## src/design/arpc_pkg.sv

```systemverilog
// shared types and constants for the arp cache and responder
package arpc_pkg;

   localparam int MAC_BYTES = 6;
   localparam int MAC_W     = 8 * MAC_BYTES;
   localparam int IP_W      = 32;
   localparam int HALF_W    = 16;
   localparam int CSR_IDX_W = 8;
   localparam int CSR_DAT_W = MAC_W;

   localparam logic [HALF_W-1:0] HW_ETHERNET = 16'h0001;
   localparam logic [HALF_W-1:0] PROTO_IPV4  = 16'h0800;
   localparam logic [HALF_W-1:0] OP_REQUEST  = 16'h0001;
   localparam logic [HALF_W-1:0] OP_REPLY    = 16'h0002;

   localparam logic [CSR_IDX_W-1:0] CSR_OWN_IP  = 8'd0;
   localparam logic [CSR_IDX_W-1:0] CSR_OWN_MAC = 8'd1;

   typedef enum logic [2:0] {
      OUT_BAD_HW    = 3'd0,
      OUT_BAD_PROTO = 3'd1,
      OUT_UPDATED   = 3'd2,
      OUT_INSERTED  = 3'd3,
      OUT_FULL      = 3'd4,
      OUT_NOT_OURS  = 3'd5
   } outcome_type;

   typedef struct packed {
      logic        accept;
      logic        scan_start;
      logic        scan_en;
      logic        store;
      logic        insert;
      logic        load_result;
      outcome_type outcome;
      logic        send_reply;
   } cmd_type;

   typedef struct packed {
      logic hw_ok;
      logic proto_ok;
      logic empty;
      logic full;
      logic hit_now;
      logic miss_done;
      logic hit;
      logic tgt_ours;
      logic is_request;
      logic out_free;
   } status_type;

endpackage

```

## src/design/arpc_ctrl.sv

```systemverilog
// controller state machine: sequences check, cache scan, write-back and result
module arpc_ctrl (
   input  logic                 clock,
   input  logic                 reset,
   input  logic                 req_valid,
   output logic                 req_stall,
   input  arpc_pkg::status_type status,
   output arpc_pkg::cmd_type    cmd
);

   typedef enum logic [4:0] {
      ST_IDLE   = 5'b00001,
      ST_CHECK  = 5'b00010,
      ST_SCAN   = 5'b00100,
      ST_DECIDE = 5'b01000,
      ST_SPARE  = 5'b10000
   } state_type;

   state_type state_ff, state_in;

   assign req_stall = (state_ff != ST_IDLE);

   always_comb begin
      state_in        = state_ff;
      cmd             = '0;
      cmd.outcome     = arpc_pkg::OUT_NOT_OURS;
      case (state_ff)
         ST_IDLE: begin
            if (req_valid) begin
               cmd.accept = 1'b1;
               state_in   = ST_CHECK;
            end
         end
         ST_CHECK: begin
            if (!status.hw_ok) begin
               if (status.out_free) begin
                  cmd.load_result = 1'b1;
                  cmd.outcome     = arpc_pkg::OUT_BAD_HW;
                  state_in        = ST_IDLE;
               end
            end else if (!status.proto_ok) begin
               if (status.out_free) begin
                  cmd.load_result = 1'b1;
                  cmd.outcome     = arpc_pkg::OUT_BAD_PROTO;
                  state_in        = ST_IDLE;
               end
            end else begin
               // an empty cache needs no scan, the hit flag is cleared here
               cmd.scan_start = 1'b1;
               state_in       = status.empty ? ST_DECIDE : ST_SCAN;
            end
         end
         ST_SCAN: begin
            cmd.scan_en = 1'b1;
            if (status.hit_now || status.miss_done) begin
               state_in = ST_DECIDE;
            end
         end
         ST_DECIDE: begin
            if (status.out_free) begin
               cmd.load_result = 1'b1;
               state_in        = ST_IDLE;
               if (!status.tgt_ours) begin
                  cmd.outcome = arpc_pkg::OUT_NOT_OURS;
                  cmd.store   = status.hit;
               end else begin
                  cmd.send_reply = status.is_request;
                  if (status.hit) begin
                     cmd.outcome = arpc_pkg::OUT_UPDATED;
                     cmd.store   = 1'b1;
                  end else if (status.full) begin
                     cmd.outcome = arpc_pkg::OUT_FULL;
                  end else begin
                     cmd.outcome = arpc_pkg::OUT_INSERTED;
                     cmd.store   = 1'b1;
                     cmd.insert  = 1'b1;
                  end
               end
            end
         end
         default: begin
            state_in = ST_IDLE;
         end
      endcase
   end

   always_ff @(posedge clock) begin
      if (reset) begin
         state_ff <= ST_IDLE;
      end else begin
         state_ff <= state_in;
      end
   end

endmodule

```

## src/design/arpc_dp.sv

```systemverilog
// datapath: item registers, config registers, cache memories, scan and result register
module arpc_dp #(
   parameter int CACHE_ENTRIES = 32
) (
   input  logic                                clock,
   input  logic                                reset,
   input  arpc_pkg::cmd_type                   cmd,
   output arpc_pkg::status_type                status,
   input  logic [arpc_pkg::HALF_W-1:0]         req_hw_type,
   input  logic [arpc_pkg::HALF_W-1:0]         req_proto_type,
   input  logic [arpc_pkg::HALF_W-1:0]         req_operation,
   input  logic [arpc_pkg::MAC_W-1:0]          req_sender_mac,
   input  logic [arpc_pkg::IP_W-1:0]           req_sender_ip,
   input  logic [arpc_pkg::IP_W-1:0]           req_target_ip,
   input  logic                                csr_valid,
   output logic                                csr_ready,
   input  logic [arpc_pkg::CSR_IDX_W-1:0]      csr_index,
   input  logic [arpc_pkg::CSR_DAT_W-1:0]      csr_wdata,
   output logic                                rsp_valid,
   input  logic                                rsp_stall,
   output logic [2:0]                          rsp_outcome,
   output logic                                rsp_send_reply,
   output logic [arpc_pkg::MAC_W-1:0]          rsp_reply_target_mac,
   output logic [arpc_pkg::IP_W-1:0]           rsp_reply_target_ip
);

   localparam int IDX_W = (CACHE_ENTRIES > 1) ? $clog2(CACHE_ENTRIES) : 1;
   localparam int CNT_W = $clog2(CACHE_ENTRIES + 1);
   localparam logic [CNT_W-1:0] DEPTH = CNT_W'(CACHE_ENTRIES);

   // item registers
   logic [arpc_pkg::HALF_W-1:0] hw_ff, proto_ff, op_ff;
   logic [arpc_pkg::MAC_W-1:0]  smac_ff;
   logic [arpc_pkg::IP_W-1:0]   sip_ff, tip_ff;

   logic [arpc_pkg::IP_W-1:0]   own_ip_ff;
   logic [arpc_pkg::MAC_W-1:0]  own_mac_ff;

   // cache: entries below the fill count are valid, inserts always go to the fill count
   logic [arpc_pkg::IP_W-1:0]   ip_mem  [CACHE_ENTRIES];
   logic [arpc_pkg::MAC_W-1:0]  mac_mem [CACHE_ENTRIES];
   logic [CNT_W-1:0]            count_ff;

   logic [CNT_W-1:0]            addr_ff, addr_q_ff;
   logic                        rd_vld_ff;
   logic [arpc_pkg::IP_W-1:0]   rd_ip_ff;
   logic                        hit_ff;
   logic [IDX_W-1:0]            hit_idx_ff;
   logic                        issue;
   logic                        match;
   logic [IDX_W-1:0]            wr_idx;

   logic                        rsp_valid_ff;
   arpc_pkg::outcome_type       outcome_ff;
   logic                        reply_ff;
   logic [arpc_pkg::MAC_W-1:0]  rmac_ff;
   logic [arpc_pkg::IP_W-1:0]   rip_ff;

   assign csr_ready = 1'b1;
   assign issue     = cmd.scan_en && (addr_ff < count_ff);
   assign match     = (rd_ip_ff == sip_ff);
   assign wr_idx    = cmd.insert ? count_ff[IDX_W-1:0] : hit_idx_ff;

   assign status.hw_ok      = (hw_ff == arpc_pkg::HW_ETHERNET);
   assign status.proto_ok   = (proto_ff == arpc_pkg::PROTO_IPV4);
   assign status.empty      = (count_ff == '0);
   assign status.full       = (count_ff == DEPTH);
   assign status.hit_now    = rd_vld_ff && match;
   assign status.miss_done  = rd_vld_ff && !match
                              && (addr_q_ff == CNT_W'(count_ff - 1'b1));
   assign status.hit        = hit_ff;
   assign status.tgt_ours   = (tip_ff == own_ip_ff);
   assign status.is_request = (op_ff == arpc_pkg::OP_REQUEST);
   assign status.out_free   = !rsp_valid_ff || !rsp_stall;

   always_ff @(posedge clock) begin
      if (cmd.accept) begin
         hw_ff    <= req_hw_type;
         proto_ff <= req_proto_type;
         op_ff    <= req_operation;
         smac_ff  <= req_sender_mac;
         sip_ff   <= req_sender_ip;
         tip_ff   <= req_target_ip;
      end
   end

   always_ff @(posedge clock) begin
      if (reset) begin
         own_ip_ff  <= '0;
         own_mac_ff <= '0;
      end else if (csr_valid && csr_ready) begin
         case (csr_index)
            arpc_pkg::CSR_OWN_IP:  own_ip_ff  <= csr_wdata[arpc_pkg::IP_W-1:0];
            arpc_pkg::CSR_OWN_MAC: own_mac_ff <= csr_wdata;
            default: begin
            end
         endcase
      end
   end

   // memories: one registered read port for the scan, one write port
   always_ff @(posedge clock) begin
      if (issue) begin
         rd_ip_ff <= ip_mem[addr_ff[IDX_W-1:0]];
      end
      if (cmd.store) begin
         ip_mem[wr_idx]  <= sip_ff;
         mac_mem[wr_idx] <= smac_ff;
      end
   end

   always_ff @(posedge clock) begin
      if (reset) begin
         count_ff  <= '0;
         addr_ff   <= '0;
         rd_vld_ff <= 1'b0;
         hit_ff    <= 1'b0;
      end else begin
         if (cmd.insert) begin
            count_ff <= CNT_W'(count_ff + 1'b1);
         end
         if (cmd.scan_start) begin
            addr_ff   <= '0;
            rd_vld_ff <= 1'b0;
            hit_ff    <= 1'b0;
         end else if (cmd.scan_en) begin
            rd_vld_ff <= issue;
            if (issue) begin
               addr_ff <= CNT_W'(addr_ff + 1'b1);
            end
            // compares arrive in index order, so the first hit is the lowest
            if (rd_vld_ff && match) begin
               hit_ff <= 1'b1;
            end
         end
      end
   end

   always_ff @(posedge clock) begin
      if (issue) begin
         addr_q_ff <= addr_ff;
      end
      if (cmd.scan_en && rd_vld_ff && match) begin
         hit_idx_ff <= addr_q_ff[IDX_W-1:0];
      end
   end

   // output register
   always_ff @(posedge clock) begin
      if (reset) begin
         rsp_valid_ff <= 1'b0;
      end else if (cmd.load_result) begin
         rsp_valid_ff <= 1'b1;
      end else if (!rsp_stall) begin
         rsp_valid_ff <= 1'b0;
      end
   end

   always_ff @(posedge clock) begin
      if (cmd.load_result) begin
         outcome_ff <= cmd.outcome;
         reply_ff   <= cmd.send_reply;
         rmac_ff    <= cmd.send_reply ? smac_ff : '0;
         rip_ff     <= cmd.send_reply ? sip_ff : '0;
      end
   end

   assign rsp_valid            = rsp_valid_ff;
   assign rsp_outcome          = outcome_ff;
   assign rsp_send_reply       = reply_ff;
   assign rsp_reply_target_mac = rmac_ff;
   assign rsp_reply_target_ip  = rip_ff;

   // own_mac is the sender address of replies, assembled downstream
   logic own_mac_unused;
   assign own_mac_unused = ^own_mac_ff;

   a_count_bound: assert property (@(posedge clock) disable iff (reset)
      count_ff <= DEPTH)
      else $error("fill count beyond cache depth");

   a_insert_step: assert property (@(posedge clock) disable iff (reset)
      cmd.insert |=> count_ff == CNT_W'($past(count_ff) + 1'b1))
      else $error("fill count did not advance on insert");

   a_no_insert_on_hit: assert property (@(posedge clock) disable iff (reset)
      cmd.insert |-> !hit_ff && (count_ff != DEPTH))
      else $error("insert on hit or into a full cache");

   a_reply_outcome: assert property (@(posedge clock) disable iff (reset)
      rsp_valid_ff && reply_ff |-> outcome_ff == arpc_pkg::OUT_UPDATED
         || outcome_ff == arpc_pkg::OUT_INSERTED || outcome_ff == arpc_pkg::OUT_FULL)
      else $error("reply with an outcome that forbids one");

endmodule

```

## src/design/arp_cache_and_responder_core.sv

```systemverilog
// arp cache and responder top level: controller and datapath
// sequence: type checks, then a scan of the cache that stops at the first hit or after the last valid
//    entry, skipped when the cache is empty or a type check fails, then the result register is loaded
// one item at a time: req_stall holds off a new item until the result is loaded, so the scan sets the rate
// reset: own_ip and own_mac clear to zero, the fill count clears so the cache is empty
// reset needs no clearing pass, a result waiting in the output register is dropped
module arp_cache_and_responder_core #(
   parameter int CACHE_ENTRIES = 32
) (
   input  logic                             clock,
   input  logic                             reset,
   input  logic                             req_valid,
   output logic                             req_stall,
   input  logic [arpc_pkg::HALF_W-1:0]      req_hw_type,
   input  logic [arpc_pkg::HALF_W-1:0]      req_proto_type,
   input  logic [arpc_pkg::HALF_W-1:0]      req_operation,
   input  logic [arpc_pkg::MAC_W-1:0]       req_sender_mac,
   input  logic [arpc_pkg::IP_W-1:0]        req_sender_ip,
   input  logic [arpc_pkg::IP_W-1:0]        req_target_ip,
   output logic                             rsp_valid,
   input  logic                             rsp_stall,
   output logic [2:0]                       rsp_outcome,
   output logic                             rsp_send_reply,
   output logic [arpc_pkg::MAC_W-1:0]       rsp_reply_target_mac,
   output logic [arpc_pkg::IP_W-1:0]        rsp_reply_target_ip,
   input  logic                             csr_valid,
   output logic                             csr_ready,
   input  logic [arpc_pkg::CSR_IDX_W-1:0]   csr_index,
   input  logic [arpc_pkg::CSR_DAT_W-1:0]   csr_wdata
);

   arpc_pkg::cmd_type    cmd;
   arpc_pkg::status_type status;

   arpc_ctrl u_ctrl (
      .clock     (clock),
      .reset     (reset),
      .req_valid (req_valid),
      .req_stall (req_stall),
      .status    (status),
      .cmd       (cmd)
   );

   arpc_dp #(
      .CACHE_ENTRIES (CACHE_ENTRIES)
   ) u_dp (
      .clock                (clock),
      .reset                (reset),
      .cmd                  (cmd),
      .status               (status),
      .req_hw_type          (req_hw_type),
      .req_proto_type       (req_proto_type),
      .req_operation        (req_operation),
      .req_sender_mac       (req_sender_mac),
      .req_sender_ip        (req_sender_ip),
      .req_target_ip        (req_target_ip),
      .csr_valid            (csr_valid),
      .csr_ready            (csr_ready),
      .csr_index            (csr_index),
      .csr_wdata            (csr_wdata),
      .rsp_valid            (rsp_valid),
      .rsp_stall            (rsp_stall),
      .rsp_outcome          (rsp_outcome),
      .rsp_send_reply       (rsp_send_reply),
      .rsp_reply_target_mac (rsp_reply_target_mac),
      .rsp_reply_target_ip  (rsp_reply_target_ip)
   );

endmodule

```

## config.mk

```make
export PLATFORM = sky130hd
export DESIGN_NAME = arp_cache_and_responder_core
export DESIGN_NICKNAME = d
export VERILOG_FILES = /design/src/design/arpc_pkg.sv /design/src/design/arpc_ctrl.sv /design/src/design/arpc_dp.sv /design/src/design/arp_cache_and_responder_core.sv
export SDC_FILE = /design/constraint.sdc
export NUM_CORES = 1
export LEC_CHECK = 0
export ABC_AREA = 1
export BUFFER_PORTS_ARGS = -buffer_cell sky130_fd_sc_hd__buf_2
export CAP_MARGIN = 30
export CORE_MARGIN = 1
export CORE_UTILIZATION = 55
export CTS_CLUSTER_SIZE = 20
export DETAILED_ROUTE_END_ITERATION = 7
export PLACE_DENSITY = 0.7
export REMOVE_ABC_BUFFERS = 1
export SLEW_MARGIN = 25
export SYNTH_ARGS = -nofsm -noshare
export SYNTH_HDL_FRONTEND = slang
export SYNTH_HIERARCHICAL = 1
export SYNTH_SLANG_ARGS = --single-unit
```

## constraint.sdc

```tcl
create_clock -name clock -period 13.1 [get_ports clock]
set_input_delay 1.31 -clock clock [delete_from_list [all_inputs] [get_ports clock]]
set_output_delay 1.31 -clock clock [all_outputs]
set_load 0.02 [all_outputs]
```

==> qor.csv, run 1 <==
metric,value,unit
buffers added on ports,290,
Final setup viols,0,
final total power,8.70,mW
Max Slew Vio Count,0,
crit-path cells,"xnor2_1, o2111ai_1, nor3_1, nand2_1, nor2_1, nand2_1, inv_1, nand2_1, nor3_2, inv_1, nor2_1, inv_1, o21ai_0, nand3_1, nor2_4, buf_4",
fin nets,4605,
most numerous cell in the Yosys netlist,edfxtp_1,
Critical Path RT,13.50,ns
Core Region,95300,um2
skew final,0.0221,ns
CP Capture Type,flop,
fin area,60600,um2
starting density of the core,55.7,%
RR Startpoint,u_dp/tip_ff[4]$_DFFE_PP_,
initial antenna violation count,0,
Crit Path Category,flop to flop,
DR iter-0 viols,3656,
top fanout value on the critical path,18,
Hold Path End,u_dp/own_ip_ff[19]$_SDFFE_PP0P_,
RSZ-0062 raised after global routing,false,
DP HPWL,67400,um
htree depth,4,
gr usage total,25.8,%
clk sinks,1363,
CTS Buffer Depth,3,
Resized Gates After CTS,0,
hold path depth,2,
synthesis-stage register bit count,1363,
Routed Antenna Nets,0,
P&R area growth vs syn,14.2,%
number of setup buffers added after CTS,0,
post-synthesis sequential area ratio,76.1,%
largest net degree at the start of global routing,224,
DRT Wirelength,127000,um
top cell type's share of synthesized area,74.2,%
Post-synth top flop,edfxtp_1,
Peak supply drop,156,uV
CTS tree,built,
"area leader, netlist",edfxtp_1,
met2 global-route usage,41.1,%
"Largest stage delay, worst path",0.85,ns
synth warn,6,
Syn Area/Cell,13.0,um2
P_leak,21.1,nW
DP Area,56200,um2
final hold violations,0,
Post-synth top cells,"1,311 x edfxtp_1, 727 x nor2_1, 573 x o21ai_0, 429 x nand2_1, 207 x inv_1",
Yosys cell types,43,
GR Util met3,5.14,%
Hold Buf Count CTS,0,
Worst Slack Setup Final,8.22,ns
worst reg2reg setup slack,8.22,ns
post-synthesis cell count,4078,
status,"complete, no violations",
fin crit period,4.88,ns
vias in the first global route,31800,
DR pass1 iterations,6,
Site Rows,113,
die height,313,um
RePlAce Congestion,0.799,
fmax,205,MHz
number of buffers created by CTS,139,
critical hold path startpoint,u_dp/own_ip_ff[19]$_SDFFE_PP0P_,
"Most Used Layer, Global Route",met2,
Mapped Area,53100,um2
crit path DAT,5.28,ns
first-pass GRT wire length,189000,um
CP Launch Type,flop,
drt wl/cell,22.2,um
vias per inst,5.80,
layout cells sized above 1,14.7,%
"Period Utilization, post-route",37.3,%
number of synthesized flops with an enable pin,1311,
hold crit path type,flop to flop,
Slew @ Worst Pin,1.07,ns
Residual DRC,0,
IO Count,308,
gr ovfl total,0,
Worst-Skew Late Latency,0.75,ns
pre-CTS WS,7.85,ns
Root Buffer,clkbuf_16,
Slew Limit Headroom,28.4,%
n_diodes,0,
synth top area cells,"edfxtp_1 74%, o21ai_0 5.4%, nor2_1 5.1%, nand2_1 3.0%, dfxtp_1 2.0%",
ys async rst share,0,%
number of max-cap violations,0,
worst r2r dst,u_dp/ip_mem[20][2]$_DFFE_PP_,
via count,33300,
pwr dens,143,nW/um2
Worst-path clk slew,0.06,ns
worst r2r path cells,16,
met1 GRT Util,35.7,%
Die Span X,313,um
die area,97800,um2
slowest CP cell,nor2_4,
-- cell usage in the layout, fill, tap and decap left out, types with 4 or more instances in the layout --
cell type,synthesis,layout
a21oi_1,67,67
inv_1,207,204
nand3_1,54,54
dfxtp_1,52,48
clkinv_2,0,21
clkbuf_1,137,30
o221ai_1,33,33
clkinv_1,2,26
clkbuf_8,0,5
clkbuf_16,0,140
o211ai_1,96,96
inv_2,6,9
buf_16,0,5
nand2_1,429,428
o21ai_1,13,13
or2_2,10,10
clkinv_8,0,5
nor3_1,11,11
nor2_2,4,4
inv_6,0,8
nor4_1,11,11
ha_1,9,9
nor2_1,727,692
xor2_1,8,8
buf_2,69,290
nand2_2,5,5
edfxtp_1,1311,1311
nor2_4,2,37
xnor2_1,41,41
buf_4,10,88
o22ai_1,127,127
nand4_1,28,28
o21ai_0,573,573
bufinv_16,0,8
-- cell type report --
cell class / instances / area [um2]
clock buffers: 175 / 3680
inverters: 216 / 831
well taps: 1265 / 1580
multi-input cells: 2267 / 11100
repair buffers: 388 / 2330
fillers: 7021 / 34700
flip-flops and latches: 1363 / 40400
clock inverters: 73 / 661
-- registers in the layout (all words and copies together) (netlist names) --
register / cells
u_ctrl/state_ff: 5
u_dp/addr_ff: 6
u_dp/addr_q_ff: 6
u_dp/count_ff: 6
u_dp/hit_ff: 1
u_dp/hit_idx_ff: 5
u_dp/hw_ff: 16
u_dp/ip_mem: 1024
u_dp/op_ff: 16
u_dp/own_ip_ff: 32
u_dp/proto_ff: 16
u_dp/rd_ip_ff: 32
u_dp/rd_vld_ff: 1
u_dp/rsp_outcome: 3
u_dp/rsp_reply_target_ip: 32
u_dp/rsp_reply_target_mac: 48
u_dp/rsp_send_reply: 1
u_dp/rsp_valid: 1
u_dp/sip_ff: 32
u_dp/smac_ff: 48
u_dp/tip_ff: 32
-- per-stage QoR --
stage          setup TNS, ns  hold WS (ns)  instances  utilization (%)
2_1_floorplan        -195.57         0.444       3846                -
3_3_place_gp               0         0.459       5491             58.9
4_1_cts                    0         0.482       5744             63.5
6_report                   0         0.473       5747             63.6
5_1_grt                    0         0.501       5747             63.6
3_5_place_dp               0         0.463       5496             59.0
-- cell families (layout without fill, tap and decap cells) --
group / after synthesis / in the layout / share of synthesized area [%]
compound gates: 915 / 915 / 9.65
xor+xnor: 49 / 49 / 0.808
fa+ha+maj: 9 / 9 / 0.212
buf+inv: 448 / 852 / 3.48
flops: 1363 / 1363 / 76.1
other cells: 2 / 2 / 0.0141
simple gates: 1292 / 1292 / 9.72
-- power breakdown --
part | internal [mW] | switching [mW] | total (mW)
combinational | 0.0387 | 0.0832 | 0.122
sequential | 4.79 | 0.00905 | 4.80
clock | 2.16 | 1.62 | 3.78
total | 6.99 | 1.71 | 8.70
-- layer usage --
metal	up-vias	routed length, um
met5	-	0
met4	0	3780
met3	251	12300
met2	1619	60300
met1	16200	50900
li1	15300	-
-- worst max-delay path by stage --
stage | start | endpoint | slack, ns | depth (start not counted)
3_3_place_gp | rsp_stall | u_dp/ip_mem[16][27]$_DFFE_PP_ | 7.72 | 13
5_1_grt | u_dp/tip_ff[4]$_DFFE_PP_ | u_dp/ip_mem[20][14]$_DFFE_PP_ | 7.79 | 16
4_1_cts | u_dp/tip_ff[6]$_DFFE_PP_ | u_dp/ip_mem[20][2]$_DFFE_PP_ | 8.17 | 17
2_1_floorplan | u_dp/addr_ff[0]$_SDFFE_PP0P_ | u_dp/addr_ff[3]$_SDFFE_PP0P_ | -2.64 | 8
6_report | u_dp/tip_ff[4]$_DFFE_PP_ | u_dp/ip_mem[20][2]$_DFFE_PP_ | 8.22 | 16
3_5_place_dp | rsp_stall | u_dp/ip_mem[20][27]$_DFFE_PP_ | 7.85 | 13
-- critical path, delay by kind of cell (launching register included) --
family	cells	cell delay (ns)
flip-flops	1	0.37
AND/OR/NAND/NOR	9	2.83
XOR/XNOR	1	0.17
buffers and inverters	4	0.89
AO/OA/AOI/OAI	2	0.27
(Power assumes the default switching activity.)
==> run 2, diff against run 1 <==
==> constraint.sdc (replaced) <==
create_clock -name clock -period 5 [get_ports clock]
set_input_delay 0.5 -clock clock [delete_from_list [all_inputs] [get_ports clock]]
set_output_delay 0.5 -clock clock [all_outputs]
set_load 0.02 [all_outputs]
==> qor.csv, run 2 (synthesized netlist as in run 1, its figures left out) <==
metric,value,unit,change
status,"complete, no violations",,
DP HPWL,74600,um,+11%
crit path DAT,4.90,ns,-0.38 ns
CTS tree,built,,
n_diodes,0,,unchanged
fmax,221,MHz,+8.0%
hold crit path type,primary input to flop,,
Residual DRC,0,,unchanged
Largest register FFs,1024,,unchanged
via count,34300,,+2.8%
die height,313,um,unchanged
gr ovfl total,0,,unchanged
Finished Core Util,65.8,%,+2.1 points
Routed Antenna Nets,0,,unchanged
CTS Buffer Depth,3,,unchanged
DR pass1 iterations,6,,unchanged
Core Region,95300,um2,unchanged
DP Area,56500,um2,+0.45%
IO Count,308,,unchanged
"commonest non-fill, non-tap cell in the layout",edfxtp_1,,
CP Launch Type,flop,,
Worst-Skew Late Latency,0.76,ns,about the same
Critical Path RT,5.38,ns,-8.12 ns
vias per inst,5.77,,-0.42%
gr usage total,27.4,%,+1.6 points
RePlAce Congestion,0.831,,+4.0%
number of max-cap violations,0,,unchanged
Slew @ Worst Pin,0.927,ns,-0.147 ns
DRT Wirelength,134000,um,+5.2%
P&R area growth vs syn,18.0,%,
RR Startpoint,u_dp/tip_ff[6]$_DFFE_PP_,,
TNS Setup,0,ns,unchanged
Root Buffer,clkbuf_16,,
first-pass GRT wire length,202000,um,+6.6%
number of buffers created by CTS,139,,unchanged
drt wl/cell,22.6,um,+1.9%
vias in the first global route,33600,,+5.7%
htree depth,4,,unchanged
fin area,62700,um2,+3.4%
Worst-path clk slew,0.06,ns,about the same
final hold violations,0,,unchanged
DR iter-0 viols,4013,,+9.8%
Die Span X,313,um,unchanged
number of setup buffers added after CTS,0,,unchanged
fin crit period,4.52,ns,-0.361 ns
skew final,0.0306,ns,+0.00848 ns
Max Slew Vio Count,0,,unchanged
CP Capture Type,flop,,
starting density of the core,55.7,%,unchanged
"Period Utilization, post-route",90.4,%,+53 points
pwr dens,369,nW/um2,+160%
WHS,0.0368,ns,-0.436 ns
top fanout value on the critical path,25,,+7
"commonest cells after routing, fill and taps aside","1,311 x edfxtp_1, 692 x nor2_1, 573 x o21ai_0, 428 x nand2_1, 290 x buf_2",,
largest net degree at the start of global routing,188,,-16%
crit path launch,u_dp/tip_ff[6]$_DFFE_PP_,,
critical hold path startpoint,csr_wdata[2],,
Site Rows,113,,unchanged
clk sinks,1363,,unchanged
fin nets,4788,,+4.0%
Final setup viols,0,,unchanged
layout cells sized above 1,14.3,%,-0.46 points
initial antenna violation count,0,,unchanged
Top reg by flops,u_dp/ip_mem,,
die area,97800,um2,unchanged
RSZ-0062 raised after global routing,false,,
Peak supply drop,308,uV,+97%
buffers added on ports,290,,unchanged
Slew Limit Headroom,38.1,%,+9.6 points
P_leak,21.9,nW,+3.9%
Crit Path Category,flop to flop,,
[run 2: final cells by class]
class / instances / area [um2]
inverter: 216 / 831
timing repair buffer: 571 / 4300
sequential: 1363 / 40400
clock inverter: 78 / 778
clock buffer: 174 / 3650
tap: 1265 / 1580
multi-input combinational: 2267 / 11100
fill: 6770 / 32600
[run 2: power breakdown]
part	total (mW)	internal, mW	leakage (nW)	switching, mW
Sequential	12.6	12.5	12.1	0.0361
Clock	10.1	5.83	2.15	4.28
Combinational	0.454	0.192	7.68	0.262
Total	23.1	18.6	21.9	4.58
[run 2: worst paths after layout]
path                                      to  slack, ns  depth (start not counted)
max             u_dp/ip_mem[1][25]$_DFFE_PP_       0.48                         17
max reg2reg     u_dp/ip_mem[1][25]$_DFFE_PP_       0.48                         17
min reg2reg  u_dp/own_ip_ff[15]$_SDFFE_PP0P_       0.47                          2
min           u_dp/own_ip_ff[2]$_SDFFE_PP0P_       0.04                          3
[run 2: metal layers]
metal  GRT usage, %  share of wire, %
met5              0                 0
met4           7.95               2.2
met3           5.84               9.7
met2           44.1                48
met1           37.9                40
[run 2: worst max-delay path, cell delays in order (launching register included)]
cell and delay [ns]:
edfxtp_1 0.38, xor2_1 0.15, nor2_1 0.11, nand4_1 0.11, nor2_1 0.16, nand3_1 0.08
nor2_1 0.22, nand2_1 0.11, inv_1 0.10, nand2_1 0.09, nor3_2 0.47, inv_1 0.24
nand2_1 0.11, nand2_1 0.10, inv_1 0.10, nand3_1 0.57, nor2_4 0.55, buf_4 0.45
[run 2: through the flow]
stage	total power, mW	setup slack [ns]	instances
floorplan	13.0	-10.74	3846
global placement	13.1	0.592	5506
detailed placement	13.2	0.548	5507
CTS	23.2	0.489	5932
global route	23.8	0.0635	5934
finish	23.1	0.480	5934
[run 2: what timing repair did]
action / in CTS / in global routing
hold buffers: 173 / 0
gates resized for setup: 0 / 0
endpoints found under the setup margin: 0 / 0
endpoints found under the hold margin: 173 / 0
